--- src/hdl/slm_pkg.sv ---
// ----------------------------------------------------------------------------
// slm_pkg
// Shared types and constants for the supply loss monitor.
// ----------------------------------------------------------------------------
package slm_pkg;

   localparam int SampleWidth    = 10;
   localparam int IntegWidth     = 16;
   localparam int CountWidth     = 32;
   localparam int IntervalWidth  = 16;
   localparam int LimitWidth     = 22;   // 60 * 65535 fits in 22 bits
   localparam int DaysWidth      = 16;
   localparam int HoursWidth     = 5;
   localparam int MinutesWidth   = 6;
   localparam int SecondsWidth   = 6;

   // filter time constant: integrator scales the level by 2^FilterShift
   localparam int FilterShift    = 4;

   localparam logic [SampleWidth-1:0]  ThresholdReset = 10'd248;
   localparam logic [SampleWidth-1:0]  LevelMax       = 10'h3ff;
   localparam logic [SecondsWidth-1:0] SecondsLast    = 6'd59;
   localparam logic [MinutesWidth-1:0] MinutesLast    = 6'd59;
   localparam logic [HoursWidth-1:0]   HoursLast      = 5'd23;

   // csr decode uses address bit 2 (registers at byte 0 and 4)
   localparam int CsrAddrWidth = 3;
   localparam int CsrDataWidth = 32;

   typedef enum logic {
      REG_INTERVAL  = 1'b0,
      REG_THRESHOLD = 1'b1
   } reg_idx_type;

   typedef enum logic [1:0] {
      OP_SAMPLE = 2'd0,
      OP_TICK   = 2'd1,
      OP_REPORT = 2'd2,
      OP_NOP    = 2'd3
   } op_type;

   typedef struct packed {
      logic clear;
      logic count_up;
   } timer_ctrl_type;

   typedef struct packed {
      logic [CountWidth-1:0]   count;
      logic [DaysWidth-1:0]    days;
      logic [HoursWidth-1:0]   hours;
      logic [MinutesWidth-1:0] minutes;
      logic [SecondsWidth-1:0] seconds;
   } timer_stat_type;

endpackage

--- src/hdl/slm_outage_timer.sv ---
// ----------------------------------------------------------------------------
// slm_outage_timer
// Saturating outage second counter kept alongside a days/hours/minutes/
// seconds split, so a report needs no division.
// ----------------------------------------------------------------------------
module slm_outage_timer
   import slm_pkg::*;
(
   input  logic           clock,
   input  logic           reset,
   input  timer_ctrl_type ctrl,
   output timer_stat_type stat
);

   logic [CountWidth-1:0]   count_ff,   count_in;
   logic [DaysWidth-1:0]    days_ff,    days_in;
   logic [HoursWidth-1:0]   hours_ff,   hours_in;
   logic [MinutesWidth-1:0] minutes_ff, minutes_in;
   logic [SecondsWidth-1:0] seconds_ff, seconds_in;

   always_comb begin
      count_in   = count_ff;
      days_in    = days_ff;
      hours_in   = hours_ff;
      minutes_in = minutes_ff;
      seconds_in = seconds_ff;
      if (ctrl.clear) begin
         count_in   = '0;
         days_in    = '0;
         hours_in   = '0;
         minutes_in = '0;
         seconds_in = '0;
      end else if (ctrl.count_up && (count_ff != '1)) begin
         count_in = count_ff + CountWidth'(1);
         if (seconds_ff != SecondsLast) begin
            seconds_in = seconds_ff + SecondsWidth'(1);
         end else begin
            seconds_in = '0;
            if (minutes_ff != MinutesLast) begin
               minutes_in = minutes_ff + MinutesWidth'(1);
            end else begin
               minutes_in = '0;
               if (hours_ff != HoursLast) begin
                  hours_in = hours_ff + HoursWidth'(1);
               end else begin
                  hours_in = '0;
                  days_in  = days_ff + DaysWidth'(1);
               end
            end
         end
      end
   end

   always_ff @(posedge clock) begin
      if (reset) begin
         count_ff   <= '0;
         days_ff    <= '0;
         hours_ff   <= '0;
         minutes_ff <= '0;
         seconds_ff <= '0;
      end else begin
         count_ff   <= count_in;
         days_ff    <= days_in;
         hours_ff   <= hours_in;
         minutes_ff <= minutes_in;
         seconds_ff <= seconds_in;
      end
   end

   assign stat.count   = count_ff;
   assign stat.days    = days_ff;
   assign stat.hours   = hours_ff;
   assign stat.minutes = minutes_ff;
   assign stat.seconds = seconds_ff;

endmodule

--- src/hdl/supply_loss_monitor.sv ---
// ----------------------------------------------------------------------------
// supply_loss_monitor
// Supply level filter, outage second counter and one-shot outage report.
// ----------------------------------------------------------------------------
// Each transaction is captured in an input register, processed combinationally
// against the monitor state and held in the result register until taken; one
// result comes out per transaction, in order. One transaction per clock is
// accepted unless both registers are full and the result is not taken. The
// outage time is a saturating second count plus a running days/hours/minutes/
// seconds split, so a report is formed without any division. Registers: 0x0
// report interval in minutes (zero disables reporting), 0x4 power threshold.
// ----------------------------------------------------------------------------
module supply_loss_monitor
   import slm_pkg::*;
(
   input  logic                    clock,
   input  logic                    reset,

   input  logic                    req_tvalid,
   output logic                    req_tready,
   // [1:0] operation, [11:2] sample, [15:12] zero
   input  logic [15:0]             req_tdata,

   output logic                    rsp_tvalid,
   input  logic                    rsp_tready,
   // [9:0] filtered_level, [10] power_present, [11] report_fire,
   // [27:12] outage_days, [32:28] outage_hours, [38:33] outage_minutes,
   // [44:39] outage_seconds, [47:45] zero
   output logic [47:0]             rsp_tdata,

   input  logic                    csr_psel,
   input  logic                    csr_penable,
   input  logic                    csr_pwrite,
   input  logic [CsrAddrWidth-1:0] csr_paddr,
   input  logic [CsrDataWidth-1:0] csr_pwdata,
   output logic [CsrDataWidth-1:0] csr_prdata,
   output logic                    csr_pready
);

   // configuration
   logic [IntervalWidth-1:0] interval_ff;
   logic [SampleWidth-1:0]   threshold_ff;
   logic                     csr_write;
   reg_idx_type              csr_idx;

   assign csr_pready = 1'b1;
   assign csr_write  = csr_psel && csr_penable && csr_pwrite;
   assign csr_idx    = reg_idx_type'(csr_paddr[2]);

   always_ff @(posedge clock) begin
      if (reset) begin
         interval_ff  <= '0;
         threshold_ff <= ThresholdReset;
      end else if (csr_write) begin
         unique case (csr_idx)
            REG_INTERVAL:  interval_ff  <= csr_pwdata[IntervalWidth-1:0];
            REG_THRESHOLD: threshold_ff <= csr_pwdata[SampleWidth-1:0];
            default:       ;
         endcase
      end
   end

   always_comb begin
      unique case (csr_idx)
         REG_INTERVAL:  csr_prdata = {{(CsrDataWidth-IntervalWidth){1'b0}}, interval_ff};
         REG_THRESHOLD: csr_prdata = {{(CsrDataWidth-SampleWidth){1'b0}}, threshold_ff};
         default:       csr_prdata = '0;
      endcase
   end

   // pipeline control
   logic                   in_valid_ff;
   op_type                 op_ff;
   logic [SampleWidth-1:0] sample_ff;
   logic                   rsp_valid_ff;
   logic                   out_free;
   logic                   in_free;
   logic                   step;

   assign out_free   = !rsp_valid_ff || rsp_tready;
   assign step       = in_valid_ff && out_free;
   assign in_free    = !in_valid_ff || out_free;
   assign req_tready = in_free;
   assign rsp_tvalid = rsp_valid_ff;

   always_ff @(posedge clock) begin
      if (reset) begin
         in_valid_ff  <= 1'b0;
         rsp_valid_ff <= 1'b0;
      end else begin
         if (in_free) begin
            in_valid_ff <= req_tvalid;
         end
         if (out_free) begin
            rsp_valid_ff <= in_valid_ff;
         end
      end
   end

   always_ff @(posedge clock) begin
      if (req_tvalid && in_free) begin
         op_ff     <= op_type'(req_tdata[1:0]);
         sample_ff <= req_tdata[11:2];
      end
   end

   // monitor state
   logic [IntegWidth-1:0]  integ_ff,    integ_in;
   logic [SampleWidth-1:0] filtered_ff, filtered_in;
   logic                   done_ff,     done_in;
   logic [IntegWidth-1:0]  integ_shift;
   logic [SampleWidth-1:0] filt_sat;
   logic [LimitWidth-1:0]  limit;
   logic                   above_now;
   logic                   below_limit;
   logic                   fire;
   timer_ctrl_type         timer_ctrl;
   timer_stat_type         timer_stat;

   assign integ_shift = integ_ff >> FilterShift;
   assign filt_sat    = (integ_shift > IntegWidth'(LevelMax)) ? LevelMax
                                                              : integ_shift[SampleWidth-1:0];
   assign above_now   = filtered_ff > threshold_ff;
   // interval * 60 as 64x - 4x
   assign limit       = {interval_ff, 6'b0} - {4'b0, interval_ff, 2'b0};
   assign below_limit = timer_stat.count < {{(CountWidth-LimitWidth){1'b0}}, limit};

   always_comb begin
      integ_in            = integ_ff;
      filtered_in         = filtered_ff;
      done_in             = done_ff;
      fire                = 1'b0;
      timer_ctrl.clear    = 1'b0;
      timer_ctrl.count_up = 1'b0;
      unique case (op_ff)
         OP_SAMPLE: begin
            filtered_in = filt_sat;
            integ_in    = integ_ff - IntegWidth'(filt_sat) + IntegWidth'(sample_ff);
         end
         OP_TICK: begin
            timer_ctrl.clear    = above_now;
            timer_ctrl.count_up = !above_now;
         end
         OP_REPORT: begin
            if (interval_ff != '0) begin
               if (below_limit) begin
                  done_in = 1'b0;
               end else if (!done_ff) begin
                  fire    = 1'b1;
                  done_in = 1'b1;
               end
            end
         end
         OP_NOP: ;
         default: ;
      endcase
      if (!step) begin
         timer_ctrl.clear    = 1'b0;
         timer_ctrl.count_up = 1'b0;
      end
   end

   always_ff @(posedge clock) begin
      if (reset) begin
         integ_ff    <= '0;
         filtered_ff <= '0;
         done_ff     <= 1'b1;
      end else if (step) begin
         integ_ff    <= integ_in;
         filtered_ff <= filtered_in;
         done_ff     <= done_in;
      end
   end

   slm_outage_timer u_timer (
      .clock (clock),
      .reset (reset),
      .ctrl  (timer_ctrl),
      .stat  (timer_stat)
   );

   // result register
   logic [47:0] rsp_data_ff;

   always_ff @(posedge clock) begin
      if (step) begin
         rsp_data_ff <= {3'b0,
                         fire ? timer_stat.seconds : {SecondsWidth{1'b0}},
                         fire ? timer_stat.minutes : {MinutesWidth{1'b0}},
                         fire ? timer_stat.hours   : {HoursWidth{1'b0}},
                         fire ? timer_stat.days    : {DaysWidth{1'b0}},
                         fire,
                         filtered_in > threshold_ff,
                         filtered_in};
      end
   end

   assign rsp_tdata = rsp_data_ff;

endmodule
--- config.mk ---
export PLATFORM = sky130hd
export DESIGN_NAME = supply_loss_monitor
export DESIGN_NICKNAME = d
export VERILOG_FILES = /design/src/hdl/slm_pkg.sv /design/src/hdl/slm_outage_timer.sv /design/src/hdl/supply_loss_monitor.sv
export SDC_FILE = /design/constraint.sdc
export NUM_CORES = 1
export LEC_CHECK = 0
export BUFFER_PORTS_ARGS = -buffer_cell sky130_fd_sc_hd__buf_4
export CAP_MARGIN = 20
export CORE_ASPECT_RATIO = 1.1
export CORE_UTILIZATION = 53
export DETAILED_ROUTE_END_ITERATION = 12
export GPL_ROUTABILITY_DRIVEN = 0
export PLACE_DENSITY = 0.79
export SETUP_SLACK_MARGIN = 0.5
export SLEW_MARGIN = 20
export SYNTH_ARGS = -nofsm -noshare
export SYNTH_HDL_FRONTEND = slang
export SYNTH_SLANG_ARGS = --single-unit
--- constraint.sdc ---
create_clock -name clock -period 4.4 [get_ports clock]
set_input_delay 0.44 -clock clock [delete_from_list [all_inputs] [get_ports clock]]
set_output_delay 0.44 -clock clock [all_outputs]
set_load 0.1 [all_outputs]
* Word level (Yosys, flattened, before mapping)
Cells that the tools add are included.
** Word-level totals
- Register bits after elaboration :: 177
- Latch bits :: 0
- RAM bits :: 0
- Bits in read-only memories :: 0
- Input bits :: 58
- Word-level logic and storage cells :: 71
- Memories :: 0
** Operators by class
- $add $sub $neg :: 8
- Multipliers :: 0
- Divide/modulo/power cells :: 0
- Magnitude comparators :: 4
- Equality and inequality tests :: 6
- Shift-type cells :: 0
- Mux-type cells :: 13
- Bitwise operators :: 4
- Reduce and logical (&&, ||, !) cells :: 20
** Operators by type and width (number)
- one-hot mux 32 bit (2 select lines) :: 1
- adder 32 x 1 -> 32 bit, second input constant :: 1
- less-than comparator 32 x 22 -> 1 bit :: 1
- != test 32 bit, second input constant :: 1
- subtractor 22 x 18 -> 22 bit :: 1
- greater-than comparator 10 bit :: 2
- 2-to-1 mux 10 bit :: 2
- adder 16 x 1 -> 16 bit, second input constant :: 1
- adder 16 x 10 -> 16 bit :: 1
- nonzero test 16 bit :: 1
- subtractor 16 x 10 -> 16 bit :: 1
- adder 6 x 1 -> 6 bit, second input constant :: 2
- greater-than comparator 12 x 10 -> 1 bit, second input constant :: 1
- 2-to-1 mux 6 bit :: 2
- != test 6 bit, second input constant :: 2
- AND reduction 2 bit :: 4
- AND reduction 3 bit :: 2
- adder 5 x 1 -> 5 bit, second input constant :: 1
- logical AND 1 bit :: 5
- 2-to-1 mux 1 bit :: 5
- 2-to-1 mux 5 bit :: 1
- != test 5 bit, second input constant :: 1
- 2-to-1 mux 2 bit :: 2
- inverter 1 bit :: 4
- other kinds (7) :: 10

* Depth between registers and ports, before layout
- Depth after elaboration :: 6
- Gate-level depth with buffers :: 19
- Mapped depth without buffers :: 17

* Cells and area by module
From an unflattened synthesis, not the netlist that was laid out.
** Second synthesis, totals
- Cell total of the unflattened synthesis :: 1190
- Area, all modules :: 10587.7 um2
** By module, submodules not included
- supply_loss_monitor :: times used 1, cells each 774, area an instance 7139.3 um2, sequential area each 2812.7 um2
- slm_outage_timer :: times used 1, cells each 416, area an instance 3448.3 um2, sequential area each 1301.2 um2

* Worst setup path after synthesis
OpenSTA, ideal clock, no wires.
- Path type :: reg2reg
- From :: register interval_ff[8]
- To :: register rsp_data_ff[15] (netlist: rsp_tdata[15]), data pin
- Setup time :: 0.131 ns
- Arrival :: 4.358 ns
- Slack :: -0.089 ns
- Cell stages (with the launch flop) :: 19
- Cells stage by stage :: dfxtp_1 -> inv_1 -> ha_1 -> a21o_1 -> a21o_1 -> a2111oi_0 -> o21ai_0 -> a21o_1 -> a2111oi_2 -> xnor2_1 -> ha_1 -> nand2_1 -> or4_1 -> or3_1 -> o21ai_1 -> and3_1 -> clkbuf_1 -> clkbuf_1 -> and2_1
** On the way
- Word-level cells in the longest chain between the ends :: 5
** RTL lines
- start, declared :: RTL line supply_loss_monitor.sv:41 : logic [IntervalWidth-1:0] interval_ff;
- start signal, assigned :: RTL line supply_loss_monitor.sv:56 : REG_INTERVAL: interval_ff <= csr_pwdata[IntervalWidth-1:0];
- subtractor 22 x 18 -> 22 bit :: RTL line supply_loss_monitor.sv:125 : assign limit = {interval_ff, 6'b0} - {4'b0, interval_ff, 2'b0};
- less-than comparator 32 x 22 -> 1 bit :: RTL line supply_loss_monitor.sv:126 : assign below_limit = timer_stat.count < {{(CountWidth-LimitWidth){1'b0}}, limit};
- 2-to-1 mux 1 bit :: RTL line supply_loss_monitor.sv:146 : if (below_limit) begin
- 2-to-1 mux 1 bit * :: RTL line supply_loss_monitor.sv:145 : if (interval_ff != '0) begin
- 2-to-1 mux 1 bit * :: RTL line supply_loss_monitor.sv:135 : unique case (op_ff)
- end signal, assigned :: RTL line supply_loss_monitor.sv:187 : rsp_data_ff <= {3'b0,
- end, declared :: RTL line supply_loss_monitor.sv:183 : logic [47:0] rsp_data_ff;
Mark *: on every way between the ends. The rest lies on a longest branch, timed or not.
A chain may end at the register's enable or synchronous reset.

* Worst setup path in the final report
- From :: register interval_ff[8]
- To :: register rsp_data_ff[43] (netlist: rsp_tdata[43]), data pin
The elaborated chain is that of the path after synthesis.

==> flow_summary.yaml <==
critical_path:
  crit_arrival_ps: 4460
  startpoint_type: "flop"
  worstPathRequired_ps: 4700
  cp-end-kind: "flop"
  cp_max_fo: 9
  criticalPathCategory: "reg -> reg"
synthesis:
  synth_fa_ha_area_share_pct: 11.2
  synthTopCellsByArea: "dfxtp_1 24%, edfxtp_1 17%, ha_1 9.2%, nand2_1 5.0%, a21oi_1 4.5%"
  ys_top_cells_by_count: "133 x nand2_1, 120 x dfxtp_1, 91 x a21oi_1"
  synth_area_per_cell_um2: 8.94
  ys_types: 64
  synth_simple_gate_area_share_pct: 22.2
  ys_seq_elements: 177
  synth_compound_area_share_pct: 13.9
  synth_edf_count: 57
  ys_seq_area_share_pct: 40.9
  synthMuxAreaShare_pct: 1.06
  syn_inst: 1124
  yosysMostFrequentCell: "nand2_1"
  yosys.area.top_type_share_pct: 23.9
  yosysWarningCount: 0
  ys_async_sr_fraction_pct: 0
  synth_top_family_by_area: "simple AND/OR/NAND/NOR gates"
  ys.flop_type: "dfxtp_1"
  syn_area_um2: 10100
  synth_xor_area_share_pct: 5.05
  synth_top_area_cell: "dfxtp_1"
place:
  port-buffer-count: 98
  numPlacedInstances: 1423
  post-dp-hpwl_mm: 15.8
  dpl-instance-area_um2: 10900
finish:
  drive_gt1_share_pct: 15.1
  area_growth_pct: 15.9
  diodes: 0
  nets: 1350
  design_area_um2: 11600
  finish.utilization_pct: 63.0
  stdcell_count: 1464
  fillers: 1600
run_status:
  outcome: "finished, final reports clean"
pwr:
  ir_drop_uv: 241
  p_leak_nw: 4.51
  pwr_density_cell_nw_per_um2: 364
floorplanning:
  die-area_um2: 19500
  core_um2: 18500
  io-pin-count: 141
  fp.dieH_um: 146
  initial_core_util_pct: 54.4
  die_w_um: 133
  num_rows: 52
hold_path:
  min_path_type: "in -> reg"
global_route:
  grt_max_degree: 59
  grt_pass1_vias: 7666
  grt_pass1_wl_mm: 35.9
  track_usage_pct: 22.6
  overflow: 0
  antenna_found_initial: 0
sta:
  tightest_slew_ps: 1010
  finalClockSkew_ps: 7.19
  period_needed_ps: 4160
  post-route-period-util_pct: 94.5
  fmaxAchievable_ghz: 0.241
  finalSetupTns_ps: 0
  rsz0062_at_grt: "yes"
  relSlewSlack_pct: 32.5
  slew_violations: 0
  hold_violations: 0
  finalSetupViolations: 0
routing:
  drt_pass1_iterations: 5
  drc: 0
  wire_per_inst_um: 15.2
  drt-total-wl_mm: 22.3
  dr.first_iter.drc_count: 535
  vias: 8290
  ant_nets: 0
  via_per_inst: 5.66
cts:
  clock_sinks: 177
  clockBufferDepth: 2
  path_clk_slew_ps: 70
  cts-root-buf: "clkbuf_16"
  worst_skew_pair.late_latency_ps: 430
  cts_made_buffers: 17
  postCtsHoldBufs: 0
  htreeDepth: 4
  cts_tree: "built"
job:
  drv_cap: 0
## flip-flops by register name, summed over array words and instances, names as in the netlist
| name | count |
|---|---|
| u_timer.days_ff | 16 |
| u_timer.seconds_ff | 6 |
| done_ff | 1 |
| in_valid_ff | 1 |
| rsp_tdata | 45 |
| rsp_tvalid | 1 |
| integ_ff | 16 |
| sample_ff | 10 |
| threshold_ff | 10 |
| op_ff | 2 |
| filtered_ff | 10 |
| u_timer.minutes_ff | 6 |
| u_timer.hours_ff | 5 |
| u_timer.count_ff | 32 |
| interval_ff | 16 |
## worst paths after layout
check | start | to | slack (ps) | cells past startpoint
max | interval_ff[8]$_SDFFE_PP0P_ | rsp_tdata[43]$_SDFFCE_PN0P_ | 240 | 17
min | req_tdata[4] | sample_ff[2]$_DFFE_PP_ | 180 | 1
max reg2reg | interval_ff[8]$_SDFFE_PP0P_ | rsp_tdata[43]$_SDFFCE_PN0P_ | 240 | 17
min reg2reg | integ_ff[0]$_SDFFE_PP0P_ | integ_ff[0]$_SDFFE_PP0P_ | 460 | 2
## placed cells by master, fill, tap and decap left out, types with 20 or more instances in the layout
| cell | n |
|---|---|
| nor2_1 | 81 |
| and2_1 | 36 |
| nand4_1 | 26 |
| a21oi_1 | 89 |
| edfxtp_1 | 57 |
| xor2_1 | 33 |
| nand3_1 | 44 |
| xnor2_1 | 25 |
| ha_1 | 72 |
| dfxtp_1 | 112 |
| o21ai_0 | 47 |
| inv_1 | 51 |
| buf_4 | 110 |
| nand2_1 | 133 |
| conb_1 | 20 |
## layout make-up
| class | count | area, um2 | area share (%) |
|---|---|---|---|
| well taps | 243 | 304 | 2.61 |
| clock buffers | 21 | 450 | 3.87 |
| flip-flops and latches | 177 | 4130 | 35.5 |
| multi-input cells | 844 | 5550 | 47.6 |
| repair buffers | 114 | 902 | 7.75 |
| clock inverters | 11 | 108 | 0.924 |
| inverters | 54 | 205 | 1.76 |
## logic make-up after synthesis
group | after synthesis
buffers and inverters | 121
adder cells (fa/ha/maj) | 84
XOR/XNOR | 58
AND/OR/NAND/NOR | 443
multiplexers | 10
AO/OA/AOI/OAI | 229
other | 2
flip-flops | 177
## routing by layer
metal / routed length [um] / track usage [%] / vias up
met2: 11100 / 39.0 / 227
met5: 0 / 0 / -
met1: 9700 / 28.1 / 3891
met4: 523 / 8.75 / 0
li1: - / - / 4135
met3: 936 / 3.96 / 37
## report_power, final
| part | internal (mW) | leakage (nW) | switching, mW |
|---|---|---|---|
| logic | 0.342 | 2.75 | 0.680 |
| clock network | 0.799 | 0.257 | 0.657 |
| registers | 1.73 | 1.50 | 0.0279 |
## through the flow
step	total power [mW]	worst slack [ps]	hold WS (ps)
4_1_cts	4.24	280	165
3_5_place_dp	2.79	122	448
3_3_place_gp	2.76	192	444
6_report	4.24	243	177
5_1_grt	4.40	97.9	162
2_1_floorplan	2.60	494	436
## critical path: stages, from the launching register on
cell	delay [ps]
dfxtp_4	390
inv_4	40
ha_4	220
a21o_1	170
a21o_1	200
a2111oi_4	320
o21ai_1	140
a21o_1	220
a2111oi_4	320
xnor2_1	130
ha_1	280
nand2_1	60
or4_4	430
or3_4	390
o21ai_4	150
and3_4	270
clkbuf_16	170
and2_1	120
## timing repair
item | 4_1_cts | 5_1_grt
setup endpoints to repair | 34 | 37
setup buffers | 2 | 5
cloned | 0 | 2
pin swaps | 1 | 1
resized for setup | 6 | 9
Note: power is estimated with default switching activity, not from simulation.
